===== src/hdl/json_syntax_validator_macros.svh =====
// Assertion macros used by the JSON syntax validator RTL.
`ifndef JSON_SYNTAX_VALIDATOR_MACROS_SVH
`define JSON_SYNTAX_VALIDATOR_MACROS_SVH

`ifndef ASSERT_OFF

// Check a property on every clock edge outside reset.
`define JSV_ASSERT(label, prop, msg) \
    label: assert property (@(posedge clk) disable iff (!rst_n) (prop)) else $error(msg);

// Check that a condition holds in the cycle after a trigger.
`define JSV_ASSERT_NEXT(label, ante, cons, msg) \
    label: assert property (@(posedge clk) disable iff (!rst_n) (ante) |=> (cons)) \
        else $error(msg);

`else

`define JSV_ASSERT(label, prop, msg)
`define JSV_ASSERT_NEXT(label, ante, cons, msg)

`endif

`endif


===== src/hdl/jsv_pkg.sv =====
// Shared types and constants of the JSON syntax validator.
package jsv_pkg;

    localparam int MAX_NESTING_DEF   = 64;
    localparam int POSITION_BITS_DEF = 16;

    // Request operation codes
    localparam logic OP_BYTE = 1'b0;
    localparam logic OP_END  = 1'b1;

    typedef enum logic [1:0] {
        ERR_NONE   = 2'd0,
        ERR_SYNTAX = 2'd1,
        ERR_DEEP   = 2'd2,
        ERR_END    = 2'd3
    } err_kind_t;

    // Parser status seen by the top level
    typedef struct packed {
        err_kind_t err;
        logic      done;
    } jsv_status_t;

endpackage


===== src/hdl/jsv_if.sv =====
// Request and result channel interfaces of the JSON syntax validator.
interface jsv_req_if;
    logic       valid;
    logic       ready;
    logic       op;
    logic [7:0] byte_req;

    modport source (output valid, output op, output byte_req, input ready);
    modport sink (input valid, input op, input byte_req, output ready);
endinterface

interface jsv_res_if
    import jsv_pkg::*;
#(
    parameter int POSITION_BITS = POSITION_BITS_DEF
);
    logic                     valid;
    logic                     ready;
    logic                     valid_res;
    logic [1:0]               error_kind;
    logic [POSITION_BITS-1:0] error_position;

    modport source (output valid, output valid_res, output error_kind,
                    output error_position, input ready);
    modport sink (input valid, input valid_res, input error_kind,
                  input error_position, output ready);
endinterface


===== src/hdl/json_syntax_validator.sv =====
// Timing: a request is registered in the input register on acceptance and parsed from there;
// the verdict of an end request is then registered in the result register.
// Throughput: one request per cycle; an end request waits only while an untaken verdict
// blocks the result register.
// Reset (rst_n, asynchronous, active low) empties both registers and returns the parser
// to expecting the top-level container; an end request also restarts the parser.
`include "json_syntax_validator_macros.svh"

module json_syntax_validator
    import jsv_pkg::*;
#(
    parameter int MAX_NESTING   = MAX_NESTING_DEF,
    parameter int POSITION_BITS = POSITION_BITS_DEF
) (
    input  logic      clk,
    input  logic      rst_n,
    jsv_req_if.sink   req,
    jsv_res_if.source res
);

    // Input register: one request waiting to be parsed
    logic       in_valid_reg;
    logic       in_op_reg;
    logic [7:0] in_ch_reg;

    // Result register: one verdict waiting to be taken
    logic                     res_valid_reg;
    logic                     res_ok_reg;
    err_kind_t                res_kind_reg;
    logic [POSITION_BITS-1:0] res_pos_reg;

    jsv_status_t              status;
    logic [POSITION_BITS-1:0] pos;

    logic advance;
    logic byte_step;
    logic end_step;
    logic doc_ok;

    // A byte request always advances; an end request needs room in the result register
    assign advance   = in_valid_reg &&
                       ((in_op_reg == OP_BYTE) || !res_valid_reg || res.ready);
    assign byte_step = advance && (in_op_reg == OP_BYTE);
    assign end_step  = advance && (in_op_reg == OP_END);
    assign req.ready = !in_valid_reg || advance;

    assign doc_ok = (status.err == ERR_NONE) && status.done;

    always_ff @(posedge clk or negedge rst_n)
    begin
        if (!rst_n)
        begin
            in_valid_reg  <= 1'b0;
            res_valid_reg <= 1'b0;
        end
        else
        begin
            if (req.ready)
            begin
                in_valid_reg <= req.valid;
            end
            if (end_step)
            begin
                res_valid_reg <= 1'b1;
            end
            else if (res.ready)
            begin
                res_valid_reg <= 1'b0;
            end
        end
    end

    // Capture the request payload
    always_ff @(posedge clk)
    begin
        if (req.valid && req.ready)
        begin
            in_op_reg <= req.op;
            in_ch_reg <= req.byte_req;
        end
    end

    // Form the verdict: a latched error wins, then an unclosed document
    always_ff @(posedge clk)
    begin
        if (end_step)
        begin
            res_ok_reg <= doc_ok;
            if (status.err != ERR_NONE)
            begin
                res_kind_reg <= status.err;
                res_pos_reg  <= pos;
            end
            else if (status.done)
            begin
                res_kind_reg <= ERR_NONE;
                res_pos_reg  <= '0;
            end
            else
            begin
                res_kind_reg <= ERR_END;
                res_pos_reg  <= pos;
            end
        end
    end

    jsv_parser #(
        .MAX_NESTING   (MAX_NESTING),
        .POSITION_BITS (POSITION_BITS)
    ) u_parser (
        .clk    (clk),
        .rst_n  (rst_n),
        .step   (byte_step),
        .clear  (end_step),
        .ch     (in_ch_reg),
        .status (status),
        .pos    (pos)
    );

    assign res.valid          = res_valid_reg;
    assign res.valid_res      = res_ok_reg;
    assign res.error_kind     = res_kind_reg;
    assign res.error_position = res_pos_reg;

    // A valid verdict carries no error kind and a zero position
    `JSV_ASSERT(a_valid_clean, !(res_valid_reg && res_ok_reg) || ((res_kind_reg == ERR_NONE) && (res_pos_reg == '0)), "valid verdict carries an error")

    // An end request restarts the parser with no error and no finished document
    `JSV_ASSERT_NEXT(a_end_restart, end_step, (status.err == ERR_NONE) && !status.done && (pos == '0), "parser not restarted after end request")

    // Once an error is latched the byte index holds while bytes keep arriving
    `JSV_ASSERT_NEXT(a_err_hold, byte_step && (status.err != ERR_NONE), $stable(pos) && (status.err == $past(status.err)), "error index moved after error")

    // Only an end request fills the result register
    `JSV_ASSERT_NEXT(a_res_source, !end_step && !res_valid_reg, !res_valid_reg, "result appeared without end request")

endmodule


===== src/hdl/jsv_stack.sv =====
// Shift-register container stack: bit 0 is the innermost container.
module jsv_stack #(
    parameter int DEPTH = 64
) (
    input  logic clk,
    input  logic push,
    input  logic pop,
    input  logic push_bit,
    output logic top
);

    logic [DEPTH-1:0] stack_reg;
    logic [DEPTH-1:0] stack_next;

    for (genvar i = 0; i < DEPTH; i++) begin : g_cell
        logic from_below;
        logic from_above;
        if (i == 0) begin : g_first
            assign from_below = push_bit;
        end
        else begin : g_rest
            assign from_below = stack_reg[i-1];
        end
        if (i == DEPTH - 1) begin : g_last
            assign from_above = stack_reg[i];
        end
        else begin : g_inner
            assign from_above = stack_reg[i+1];
        end
        assign stack_next[i] = push ? from_below : (pop ? from_above : stack_reg[i]);
    end

    // Entries are only read below the live depth, so no reset
    always_ff @(posedge clk)
    begin
        stack_reg <= stack_next;
    end

    assign top = stack_reg[0];

endmodule


===== src/hdl/jsv_parser.sv =====
// Per-byte JSON grammar state machine with error latch and byte counter.
module jsv_parser
    import jsv_pkg::*;
#(
    parameter int MAX_NESTING   = MAX_NESTING_DEF,
    parameter int POSITION_BITS = POSITION_BITS_DEF
) (
    input  logic                     clk,
    input  logic                     rst_n,
    input  logic                     step,
    input  logic                     clear,
    input  logic [7:0]               ch,
    output jsv_status_t              status,
    output logic [POSITION_BITS-1:0] pos
);

    localparam int DEPTH_BITS = $clog2(MAX_NESTING + 1);

    localparam logic [7:0] CH_QUOTE = 8'h22;
    localparam logic [7:0] CH_COMMA = 8'h2C;
    localparam logic [7:0] CH_MINUS = 8'h2D;
    localparam logic [7:0] CH_DOT   = 8'h2E;
    localparam logic [7:0] CH_COLON = 8'h3A;
    localparam logic [7:0] CH_LBRK  = 8'h5B;
    localparam logic [7:0] CH_RBRK  = 8'h5D;
    localparam logic [7:0] CH_LBRC  = 8'h7B;
    localparam logic [7:0] CH_RBRC  = 8'h7D;
    localparam logic [7:0] CH_T     = 8'h74;
    localparam logic [7:0] CH_F     = 8'h66;
    localparam logic [7:0] CH_N     = 8'h6E;

    localparam logic [1:0] LW_TRUE  = 2'd0;
    localparam logic [1:0] LW_FALSE = 2'd1;
    localparam logic [1:0] LW_NULL  = 2'd2;

    typedef enum logic [4:0] {
        M_START, M_OBJ_FIRST, M_ARR_FIRST, M_KEY, M_COLON, M_VALUE,
        M_NEXT_KEY, M_AFTER, M_STRING, M_NUM_SIGN, M_NUM_INT, M_NUM_DOT,
        M_NUM_FRAC, M_LIT_TRUE, M_LIT_FALSE, M_LIT_NULL, M_DONE
    } mode_t;

    function automatic logic is_ws(input logic [7:0] c);
        return (c == 8'h20) || (c == 8'h09) || (c == 8'h0A) || (c == 8'h0B) ||
               (c == 8'h0C) || (c == 8'h0D);
    endfunction

    function automatic logic is_dig(input logic [7:0] c);
        return (c >= 8'h30) && (c <= 8'h39);
    endfunction

    function automatic logic [7:0] lit_char(input logic [1:0] word, input logic [2:0] k);
        logic [7:0] c;
        c = 8'h00;
        case ({word, k})
            {LW_TRUE, 3'd0}:  c = 8'h74; // t
            {LW_TRUE, 3'd1}:  c = 8'h72; // r
            {LW_TRUE, 3'd2}:  c = 8'h75; // u
            {LW_TRUE, 3'd3}:  c = 8'h65; // e
            {LW_FALSE, 3'd0}: c = 8'h66; // f
            {LW_FALSE, 3'd1}: c = 8'h61; // a
            {LW_FALSE, 3'd2}: c = 8'h6C; // l
            {LW_FALSE, 3'd3}: c = 8'h73; // s
            {LW_FALSE, 3'd4}: c = 8'h65; // e
            {LW_NULL, 3'd0}:  c = 8'h6E; // n
            {LW_NULL, 3'd1}:  c = 8'h75; // u
            {LW_NULL, 3'd2}:  c = 8'h6C; // l
            {LW_NULL, 3'd3}:  c = 8'h6C; // l
            default:          c = 8'h00;
        endcase
        return c;
    endfunction

    mode_t                    mode_reg, mode_next;
    logic [2:0]               lit_reg, lit_next;
    logic [DEPTH_BITS-1:0]    depth_reg, depth_next;
    err_kind_t                err_reg, err_next;
    logic [POSITION_BITS-1:0] pos_reg, pos_next;

    logic       top_bit;
    logic       arr;
    logic       push;
    logic       pop;
    logic       push_bit;
    logic [1:0] word;
    logic [2:0] word_len;
    logic       live;

    assign live = step && (err_reg == ERR_NONE);
    assign arr  = (depth_reg != '0) && top_bit;

    always_comb
    begin
        word     = LW_TRUE;
        word_len = 3'd4;
        if (mode_reg == M_LIT_FALSE)
        begin
            word     = LW_FALSE;
            word_len = 3'd5;
        end
        else if (mode_reg == M_LIT_NULL)
        begin
            word = LW_NULL;
        end
    end

    always_comb
    begin
        logic syn;
        logic open_req;
        logic open_arr;
        logic close_req;
        logic vstart;
        logic after;
        mode_next  = mode_reg;
        lit_next   = lit_reg;
        syn        = 1'b0;
        open_req   = 1'b0;
        open_arr   = 1'b0;
        close_req  = 1'b0;
        vstart     = 1'b0;
        after      = 1'b0;
        push       = 1'b0;
        pop        = 1'b0;
        push_bit   = 1'b0;
        err_next   = err_reg;
        depth_next = depth_reg;

        case (mode_reg)
            M_START:
                if (!is_ws(ch))
                begin
                    if (ch == CH_LBRC) open_req = 1'b1;
                    else if (ch == CH_LBRK)
                    begin
                        open_req = 1'b1;
                        open_arr = 1'b1;
                    end
                    else syn = 1'b1;
                end
            M_OBJ_FIRST:
                if (!is_ws(ch))
                begin
                    if (ch == CH_RBRC) close_req = 1'b1;
                    else if (ch == CH_QUOTE) mode_next = M_KEY;
                    else syn = 1'b1;
                end
            M_ARR_FIRST:
                if (ch == CH_RBRK) close_req = 1'b1;
                else vstart = 1'b1;
            M_NEXT_KEY:
                if (!is_ws(ch))
                begin
                    if (ch == CH_QUOTE) mode_next = M_KEY;
                    else syn = 1'b1;
                end
            M_KEY:
                if (ch == 8'h00) syn = 1'b1;
                else if (ch == CH_QUOTE) mode_next = M_COLON;
            M_COLON:
                if (!is_ws(ch))
                begin
                    if (ch == CH_COLON) mode_next = M_VALUE;
                    else syn = 1'b1;
                end
            M_VALUE:
                vstart = 1'b1;
            M_AFTER:
                after = 1'b1;
            M_STRING:
                if (ch == 8'h00) syn = 1'b1;
                else if (ch == CH_QUOTE) mode_next = M_AFTER;
            M_NUM_SIGN:
                if (is_dig(ch)) mode_next = M_NUM_INT;
                else syn = 1'b1;
            M_NUM_INT:
                if (!is_dig(ch))
                begin
                    if (ch == CH_DOT) mode_next = M_NUM_DOT;
                    else after = 1'b1;
                end
            M_NUM_DOT:
                if (is_dig(ch)) mode_next = M_NUM_FRAC;
                else syn = 1'b1;
            M_NUM_FRAC:
                if (!is_dig(ch)) after = 1'b1;
            M_LIT_TRUE, M_LIT_FALSE, M_LIT_NULL:
                if ((lit_reg >= word_len) || (ch != lit_char(word, lit_reg))) syn = 1'b1;
                else if ((lit_reg + 3'd1) == word_len)
                begin
                    lit_next  = 3'd0;
                    mode_next = M_AFTER;
                end
                else lit_next = lit_reg + 3'd1;
            M_DONE:
                if (!is_ws(ch)) syn = 1'b1;
            default:
                syn = 1'b1;
        endcase

        if (vstart && !is_ws(ch))
        begin
            if (ch == CH_QUOTE) mode_next = M_STRING;
            else if (ch == CH_MINUS) mode_next = M_NUM_SIGN;
            else if (is_dig(ch)) mode_next = M_NUM_INT;
            else if (ch == CH_LBRC) open_req = 1'b1;
            else if (ch == CH_LBRK)
            begin
                open_req = 1'b1;
                open_arr = 1'b1;
            end
            else if (ch == CH_T)
            begin
                mode_next = M_LIT_TRUE;
                lit_next  = 3'd1;
            end
            else if (ch == CH_F)
            begin
                mode_next = M_LIT_FALSE;
                lit_next  = 3'd1;
            end
            else if (ch == CH_N)
            begin
                mode_next = M_LIT_NULL;
                lit_next  = 3'd1;
            end
            else syn = 1'b1;
        end

        if (after)
        begin
            mode_next = M_AFTER;
            if (!is_ws(ch))
            begin
                if (ch == CH_COMMA) mode_next = arr ? M_VALUE : M_NEXT_KEY;
                else if ((ch == CH_RBRC) && !arr) close_req = 1'b1;
                else if ((ch == CH_RBRK) && arr) close_req = 1'b1;
                else syn = 1'b1;
            end
        end

        if (open_req)
        begin
            if (depth_reg == DEPTH_BITS'(MAX_NESTING)) err_next = ERR_DEEP;
            else
            begin
                push       = live;
                push_bit   = open_arr;
                depth_next = depth_reg + 1'b1;
                mode_next  = open_arr ? M_ARR_FIRST : M_OBJ_FIRST;
            end
        end

        if (close_req)
        begin
            pop = live;
            if (depth_reg != '0) depth_next = depth_reg - 1'b1;
            mode_next = (depth_reg <= DEPTH_BITS'(1)) ? M_DONE : M_AFTER;
        end

        if (syn) err_next = ERR_SYNTAX;
    end

    // Count bytes until the first error, then hold its index
    always_comb
    begin
        pos_next = pos_reg;
        if ((err_next == ERR_NONE) && (pos_reg != '1)) pos_next = pos_reg + 1'b1;
    end

    always_ff @(posedge clk or negedge rst_n)
    begin
        if (!rst_n)
        begin
            mode_reg  <= M_START;
            lit_reg   <= 3'd0;
            depth_reg <= '0;
            err_reg   <= ERR_NONE;
            pos_reg   <= '0;
        end
        else if (clear)
        begin
            mode_reg  <= M_START;
            lit_reg   <= 3'd0;
            depth_reg <= '0;
            err_reg   <= ERR_NONE;
            pos_reg   <= '0;
        end
        else if (live)
        begin
            mode_reg  <= mode_next;
            lit_reg   <= lit_next;
            depth_reg <= depth_next;
            err_reg   <= err_next;
            pos_reg   <= pos_next;
        end
    end

    jsv_stack #(
        .DEPTH (MAX_NESTING)
    ) u_stack (
        .clk      (clk),
        .push     (push),
        .pop      (pop),
        .push_bit (push_bit),
        .top      (top_bit)
    );

    assign status.err  = err_reg;
    assign status.done = (mode_reg == M_DONE);
    assign pos         = pos_reg;

endmodule

===== src/flat_wrapper.sv =====
// flat-port wrapper written by rule: the top's interface ports become plain ports
module json_syntax_validator_flat import jsv_pkg::*;
#(
    parameter int MAX_NESTING   = MAX_NESTING_DEF,
    parameter int POSITION_BITS = POSITION_BITS_DEF
)
  (clk, rst_n, req_valid, req_op, req_byte_req, req_ready, res_valid, res_valid_res, res_error_kind, res_error_position, res_ready);
  jsv_req_if req_i ();
  jsv_res_if #(.POSITION_BITS(POSITION_BITS)) res_i ();
  input  logic clk;
  input  logic rst_n;
  input wire logic [$bits(req_i.valid)-1:0] req_valid;
  input wire logic [$bits(req_i.op)-1:0] req_op;
  input wire logic [$bits(req_i.byte_req)-1:0] req_byte_req;
  output wire logic [$bits(req_i.ready)-1:0] req_ready;
  output wire logic [$bits(res_i.valid)-1:0] res_valid;
  output wire logic [$bits(res_i.valid_res)-1:0] res_valid_res;
  output wire logic [$bits(res_i.error_kind)-1:0] res_error_kind;
  output wire logic [$bits(res_i.error_position)-1:0] res_error_position;
  input wire logic [$bits(res_i.ready)-1:0] res_ready;
  assign req_i.valid = req_valid;
  assign req_i.op = req_op;
  assign req_i.byte_req = req_byte_req;
  assign req_ready = req_i.ready;
  assign res_valid = res_i.valid;
  assign res_valid_res = res_i.valid_res;
  assign res_error_kind = res_i.error_kind;
  assign res_error_position = res_i.error_position;
  assign res_i.ready = res_ready;
  json_syntax_validator #(.MAX_NESTING(MAX_NESTING), .POSITION_BITS(POSITION_BITS)) u_core (.clk(clk), .rst_n(rst_n), .req(req_i), .res(res_i));
endmodule

===== config.mk =====
export PLATFORM = sky130hd
export DESIGN_NAME = json_syntax_validator_flat
export DESIGN_NICKNAME = d
export VERILOG_FILES = /design/src/hdl/jsv_pkg.sv /design/src/hdl/jsv_if.sv /design/src/hdl/json_syntax_validator.sv /design/src/hdl/jsv_stack.sv /design/src/hdl/jsv_parser.sv /design/src/flat_wrapper.sv
export VERILOG_INCLUDE_DIRS = /design/src /design/src/hdl
export SDC_FILE = /design/constraint.sdc
export NUM_CORES = 1
export LEC_CHECK = 0
export ABC_AREA = 0
export ABC_CLOCK_PERIOD_IN_PS = 6550
export BUFFER_PORTS_ARGS = -buffer_cell sky130_fd_sc_hd__buf_2
export CAP_MARGIN = 5
export CORE_MARGIN = 4
export CORE_UTILIZATION = 62
export DETAILED_ROUTE_END_ITERATION = 7
export GPL_TIMING_DRIVEN = 0
export PLACE_DENSITY_LB_ADDON = 0.25
export SYNTH_ARGS = -nofsm -noshare
export SYNTH_HDL_FRONTEND = slang
export SYNTH_SLANG_ARGS = --single-unit

===== constraint.sdc =====
create_clock -name clk -period 6.55 [get_ports clk]
set_input_delay 0.655 -clock clk [delete_from_list [all_inputs] [get_ports clk]]
set_output_delay 0.655 -clock clk [all_outputs]
set_load 0.03 [all_outputs]

==> results of run 1 <==
-- worst register-to-register path, stage by stage (launching register included) --
cell and delay, ns:
dfrtp_1 0.39, buf_2 0.18, nor3b_1 0.52, nand2_1 0.18, a2111o_1 0.49, a21o_1 0.23, nor2_1 0.34, nand2_1 0.18
buf_2 0.23, inv_2 0.20, mux2_2 0.37
-- worst max-delay path by stage --
stage	from	end	slack, ns
2_1_floorplan	u_core.u_parser.mode_reg[3]	u_core.u_parser.u_stack.stack_reg[0]	1.58
3_5_place_dp	u_core.u_parser.mode_reg[3]	u_core.u_parser.u_stack.stack_reg[4]	3.06
6_report	u_core.u_parser.mode_reg[3]	u_core.u_parser.u_stack.stack_reg[5]	2.98
3_3_place_gp	u_core.u_parser.mode_reg[3]	u_core.u_parser.u_stack.stack_reg[24]	0.26
5_1_grt	u_core.u_parser.mode_reg[3]	u_core.u_parser.u_stack.stack_reg[5]	2.84
4_1_cts	u_core.u_parser.mode_reg[3]	u_core.u_parser.u_stack.stack_reg[5]	3.01
-- cell families (layout without fill, tap and decap cells) --
kind of cell             count (synthesis)  count (layout)
multiplexers                            67              67
XOR/XNOR                                 7               7
buffers and inverters                   55             122
AND/OR/NAND/NOR                        247             247
adder cells (fa/ha/maj)                 13              13
flip-flops                             127             127
AO/OA/AOI/OAI                          134             134
-- placed cells by master (no fill, tap or decap), drive strengths merged, types with 5 or more instances in the layout --
cell,Yosys,layout
edfxtp,92,92
nand2,63,63
mux2,61,61
buf,17,52
nor2,51,51
clkbuf,21,39
dfrtp,35,35
a21oi,27,27
o21ai,23,23
and2,22,22
inv,16,19
a31oi,14,14
nand3,13,13
ha,13,13
and3,12,12
nand4,12,12
nor3,11,11
nor4,9,9
nor2b,8,8
clkinv,1,8
nand2b,6,6
nor3b,6,6
mux2i,6,6
o211ai,5,5
nand3b,5,5
xnor2,5,5
o21a,5,5
or3,5,5
a31o,5,5
-- final cells by class --
cell class | instances | area share (%)
clock inverters | 14 | 1.72
flip-flops and latches | 127 | 44.8
multi-input cells | 468 | 40.5
clock buffers | 18 | 5.28
inverters | 17 | 0.785
repair buffers | 35 | 2.62
plain buffers | 38 | 2.20
well taps | 140 | 2.15
-- where the power goes --
group	internal, mW	total (mW)	switching (mW)
sequential	0.880	0.898	0.0177
combinational	0.0832	0.251	0.167
clock	0.558	0.911	0.353
-- metal layers --
layer,global-route usage [%],vias to the layer above,wire (um)
li1,-,2583,-
met1,34.3,2706,7100
met2,45.6,208,8540
met3,5.74,42,920
met4,11.6,0,420
met5,0,-,0
==> flow_summary_export.csv, run 1 <==
group,metric,value,unit
yosys,ys_seq_area_share,50.8,%
finish,nFillCells,763,
grt,grt_max_degree,38,
critical_path,criticalPathCategory,"flip-flop to flip-flop",
cts,ctsHoldBuffers,0,
sta,final_min_period_over_clock_period,54.6,%
cts,clock_latency,0.42,ns
critical_path,r2r-end,"u_core.u_parser.u_stack.stack_reg[5]",
yosys,synth_top_area_share,38.6,%
grt,gr-total-overflow,0,
critical_path,rr_startpoint,"u_core.u_parser.mode_reg[3]",
yosys,synth_top_family_by_area,"simple AND/OR/NAND/NOR gates",
finish,largest_register_ffs,64,
yosys,syn_avg_cell_area,11.0,um2
critical_path,worstPathRequired,6.71,ns
routing,vias_per_cell,6.46,
yosys,syn_area,7160,um2
die,die_w,115,um
finish,layout.nets,730,
flow_run,drv_cap,0,
yosys,synth_compound_area_share,13.6,%
sta,worst_slack,2.98,ns
routing,routed_wl,17000,um
yosys,yosys.area_share.simple,18.7,%
place,routabilityCongestion,0.938,
routing,drc,0,
yosys,synth_mux_area_share,10.4,%
routing,vias,5539,
yosys,yosysUniqueCellTypes,82,
yosys,synth-edff-count,92,
yosys,yosysMostFrequentCell,"edfxtp_1",
yosys,syn_nets,676,
cts,clock_sinks,127,
critical_path,crit_family,"simple AND/OR/NAND/NOR gates",
pwr,peakVddDrop,0.000273,V
place,detailed_place.area,7560,um2
die,die_h,115,um
die,pin_count,34,
cts,tritoncts,"yes",
finish,seqCellArea,3640,um2
sta,clock.fmax,0.280,GHz
critical_path,reg2reg_depth,10,
critical_path,crit_chain,"buf_2 -> nor3b_1 -> nand2_1 -> a2111o_1 -> a21o_1 -> nor2_1 -> nand2_1 -> buf_2 -> inv_2 -> mux2_2",
sta,setup_tns,0,ns
grt,grtUsageTotal,27.2,%
yosys,synth_cells,650,
sta,hold_slack,0.335,ns
place,hpwl,11900,um
cts,cts-root-buf,"clkbuf_16",
critical_path,critPathMaxFanout,10,
yosys,synthAdderAreaFrac,2.27,%
cts,post-cts-setup-buffers,0,
die,dieArea,13300,um2
critical_path,crit_path_max_incr_delay,0.52,ns
cts,path_clk_slew,0.06,ns
cts,post_cts_resize_count,0,
die,rows,38,
cts,numCtsBuffers,17,
place,io_buffers,33,
critical_path,path_buf_inv,3,
yosys,yosys.area.top_type,"edfxtp_1",
routing,drt_pass1_iterations,8,
sta,rsz0062_at_grt,"false",
sta,drv_slew,0,
cts,clk_path_buf_depth,2,
routing,wire_per_inst,19.8,um
sta,slew_headroom,43.9,%
die,coreArea,11100,um2
yosys,ys_ff_latch,127,
place,dp.cells,825,
pwr,fin_total_pwr,2.06,mW
sta,finClkSkew,0.0133,ns
finish,antenna_cells,0,
finish,final_area,8130,um2
routing,drtAntennaViolNets,0,
sta,finalHoldViolations,0,
critical_path,crit_slowest_cell,"nor3b_1",
pwr,leakage,2.74,nW
grt,grt_pass1_vias,5503,
yosys,async_reset_ff_share,27.6,%
finish,finalNonFillerCells,857,
critical_path,start_kind,"flip-flop",
outcome,outcome,"complete, no violations",
yosys,ys_warn_count,0,
pwr,power_density,253,nW/um2
sta,finalCriticalPeriod,3.57,ns
yosys,synth_ff_type,"edfxtp_1",
critical_path,end_kind,"flip-flop",
place,pre_cts_ws,3.06,ns
critical_path,crit_cells,10,
die,initial_utilization,64.7,%
sta,finalSetupViolCount,0,
finish,syn2layout_area_growth,13.5,%
critical_path,arrival,3.74,ns
finish,multiInputGateArea,3290,um2
finish,post-route-util,73.4,%
cts,htree_levels,4,
hold_path,min_path_type,"input pin to async pin",
grt,grt_pass1_wl,28000,um
sta,tightest_slew,0.841,ns
yosys,synthTopCellsByCount,"edfxtp_1 (92), nand2_1 (63), mux2_2 (61), nor2_1 (51), dfrtp_1 (35)",
critical_path,ff2ff_setup_slack,2.98,ns
routing,drtIter0Drc,487,
finish,drive_gt1_share,21.6,%
grt,antenna_found_initial,0,
yosys,synth_xor_area_share,0.856,%
yosys,synthTopCellsByArea,"edfxtp_1 (39%), dfrtp_1 (12%), mux2_2 (9.6%)",
(Power assumes the default switching activity.)
==> run 2: changes to the inputs <==
--- a/config.mk
+++ b/config.mk
@@ -7,7 +7,7 @@
 export NUM_CORES = 1
 export LEC_CHECK = 0
 export ABC_AREA = 0
-export ABC_CLOCK_PERIOD_IN_PS = 6550
+export ABC_CLOCK_PERIOD_IN_PS = 3600
 export BUFFER_PORTS_ARGS = -buffer_cell sky130_fd_sc_hd__buf_2
 export CAP_MARGIN = 5
 export CORE_MARGIN = 4
==> constraint.sdc (replaced) <==
create_clock -name clk -period 3.6 [get_ports clk]
set_input_delay 0.36 -clock clk [delete_from_list [all_inputs] [get_ports clk]]
set_output_delay 0.36 -clock clk [all_outputs]
set_load 0.03 [all_outputs]
==> flow_summary_export.csv, run 2 (same netlist as run 1, synthesis figures left out) <==
group,metric,value,unit
outcome,outcome,"complete, no violations",
sta,finalCriticalPeriod,3.41,ns
finish,drive_gt1_share,22.7,%
critical_path,crit_chain,"clkbuf_1 -> o21ai_0 -> and2_1 -> clkbuf_1 -> a211o_1 -> a21oi_1 -> o21a_1 -> nor2_1 -> nor2_4 -> buf_12",
routing,drtAntennaViolNets,0,
sta,finalHoldViolations,0,
critical_path,arrival,3.53,ns
die,initial_utilization,64.7,%
cts,post-cts-setup-buffers,0,
critical_path,crit_path_max_incr_delay,0.39,ns
cts,htree_levels,4,
sta,final_min_period_over_clock_period,94.7,%
cts,clk_path_buf_depth,2,
routing,wire_per_inst,20.2,um
critical_path,cp_common_cell,"clkbuf_1",
sta,slew_headroom,45.7,%
die,dieArea,13300,um2
sta,rsz0062_at_grt,"false",
sta,setup_tns,0,ns
critical_path,end_kind,"flip-flop",
place,routabilityCongestion,0.923,
critical_path,ff2ff_setup_slack,0.19,ns
critical_path,start_kind,"flip-flop",
die,die_h,115,um
routing,drtIter0Drc,472,
finish,final_area,8160,um2
finish,multiInputGateArea,3320,um2
critical_path,crit_slowest_cell,"edfxtp_1",
critical_path,rr_startpoint,"u_core.in_ch_reg[3]",
die,pin_count,34,
place,hpwl,11900,um
place,dp.cells,824,
cts,clock_sinks,127,
cts,cts-root-buf,"clkbuf_16",
sta,finClkSkew,0.00745,ns
finish,mostFrequentLayoutCell,"edfxtp_1",
finish,finalNonFillerCells,857,
die,die_w,115,um
routing,routed_wl,17300,um
critical_path,critPathMaxFanout,40,
pwr,p_int,2.78,mW
cts,numCtsBuffers,17,
routing,vias,5611,
grt,antenna_found_initial,0,
sta,clock.fmax,0.293,GHz
die,rows,38,
finish,nFillCells,761,
pwr,p_sw,1.02,mW
sta,drv_slew,0,
cts,ctsHoldBuffers,0,
routing,drc,0,
critical_path,criticalPathCategory,"flip-flop to flip-flop",
grt,gr-total-overflow,0,
sta,finalSetupViolCount,0,
cts,tritoncts,"yes",
finish,layout.nets,730,
critical_path,r2r-end,"u_core.u_parser.u_stack.stack_reg[29]",
cts,clock_latency,0.43,ns
hold_path,min_path_type,"input pin to async pin",
routing,vias_per_cell,6.55,
pwr,p_sw_share,26.8,%
finish,seqCellArea,3640,um2
grt,grt_pass1_vias,5575,
routing,drt_pass1_iterations,5,
die,coreArea,11100,um2
finish,syn2layout_area_growth,13.9,%
flow_run,drv_cap,0,
sta,tightest_slew,0.814,ns
place,detailed_place.area,7530,um2
pwr,peakVddDrop,0.000457,V
critical_path,reg2reg_depth,10,
grt,grt_max_degree,41,
pwr,power_density,466,nW/um2
pwr,comb_power_share,12.2,%
finish,antenna_cells,0,
grt,grt_pass1_wl,28300,um
finish,layout_common_cells,"edfxtp_1 (92), nand2_1 (63), mux2_2 (61)",
finish,largest_register_ffs,64,
cts,path_clk_slew,0.06,ns
pwr,seq_power_share,43.0,%
pwr,leakage,2.75,nW
critical_path,worstPathRequired,3.72,ns
place,io_buffers,33,
pwr,p_clk_share,44.8,%
grt,grtUsageTotal,27.5,%
[run 2: cell count changes in the layout (fill, tap and decap cells not counted), moves of 2 or more]
cell and change:
nor3b_2 +2, clkbuf_1 -2, buf_2 -4, clkbuf_4 +4, nor3b_1 -2
[run 2: timing repair]
item | in CTS | in global routing
resized for setup | 0 | 11
cloned | 1 | 0
pin swaps | 1 | 0
setup endpoints to repair | 40 | 76
[run 2: how the worst max path moves through the flow]
| stage | startpoint | endpoint | slack (ns) | depth (start not counted) |
|---|---|---|---|---|
| 3_3_place_gp | u_core.u_parser.mode_reg[3] | u_core.u_parser.u_stack.stack_reg[24] | -0.43 | 8 |
| 2_1_floorplan | u_core.u_parser.mode_reg[3] | u_core.u_parser.u_stack.stack_reg[0] | 0.38 | 8 |
| 4_1_cts | u_core.in_ch_reg[7] | u_core.u_parser.u_stack.stack_reg[62] | 0.13 | 10 |
| 6_report | u_core.in_ch_reg[3] | u_core.u_parser.u_stack.stack_reg[29] | 0.19 | 10 |
| 3_5_place_dp | u_core.u_parser.mode_reg[3] | u_core.u_parser.u_stack.stack_reg[33] | 0.04 | 9 |
| 5_1_grt | u_core.in_ch_reg[3] | u_core.u_parser.u_stack.stack_reg[36] | 0.002 | 10 |
[run 2: final cells by class]
cell class / count / share of cell area, %
clock buffer: 17 / 5.21
timing repair buffer: 34 / 2.27
inverter: 17 / 0.782
buffer: 38 / 2.33
clock inverter: 15 / 1.95
tap: 140 / 2.15
multi-input combinational: 469 / 40.7
sequential: 127 / 44.6
[run 2: worst max-delay path: cells and delay by family, from the launching register on]
family / cells / cell delay, ns
AND/OR/NAND/NOR: 3 / 0.78
AO/OA/AOI/OAI: 4 / 1.05
buffers and inverters: 3 / 0.85
flip-flops: 1 / 0.39
[run 2: power by group through the flow]
stage / Clock, mW / Sequential, mW / Combinational [mW]
detailed placement: 0 / 1.66 / 0.446
floorplan: 0 / 1.68 / 0.298
global placement: 0 / 1.66 / 0.438
global route: 1.79 / 1.64 / 0.507
finish: 1.70 / 1.63 / 0.465
CTS: 1.72 / 1.63 / 0.451
[run 2: metrics by stage]
stage | worst slack, ns | util (%) | hold slack, ns | power, mW
after global routing | 0.00174 | 73.7 | 0.0792 | 3.93
after CTS | 0.127 | 73.3 | 0.0452 | 3.81
after global placement | -0.426 | 67.8 | 0.427 | 2.10
final | 0.192 | 73.7 | 0.0291 | 3.80
after floorplan | 0.378 | - | 0.0644 | 1.97
after detailed placement | 0.0392 | 68.0 | 0.445 | 2.11
[run 2: metal layers]
layer,vias up,GRT usage [%],share of wire (%)
met4,0,11.3,3.1
met5,-,0,0
met3,55,7.10,5.9
li1,2586,-,-
met2,227,45.5,50
met1,2743,34.7,41
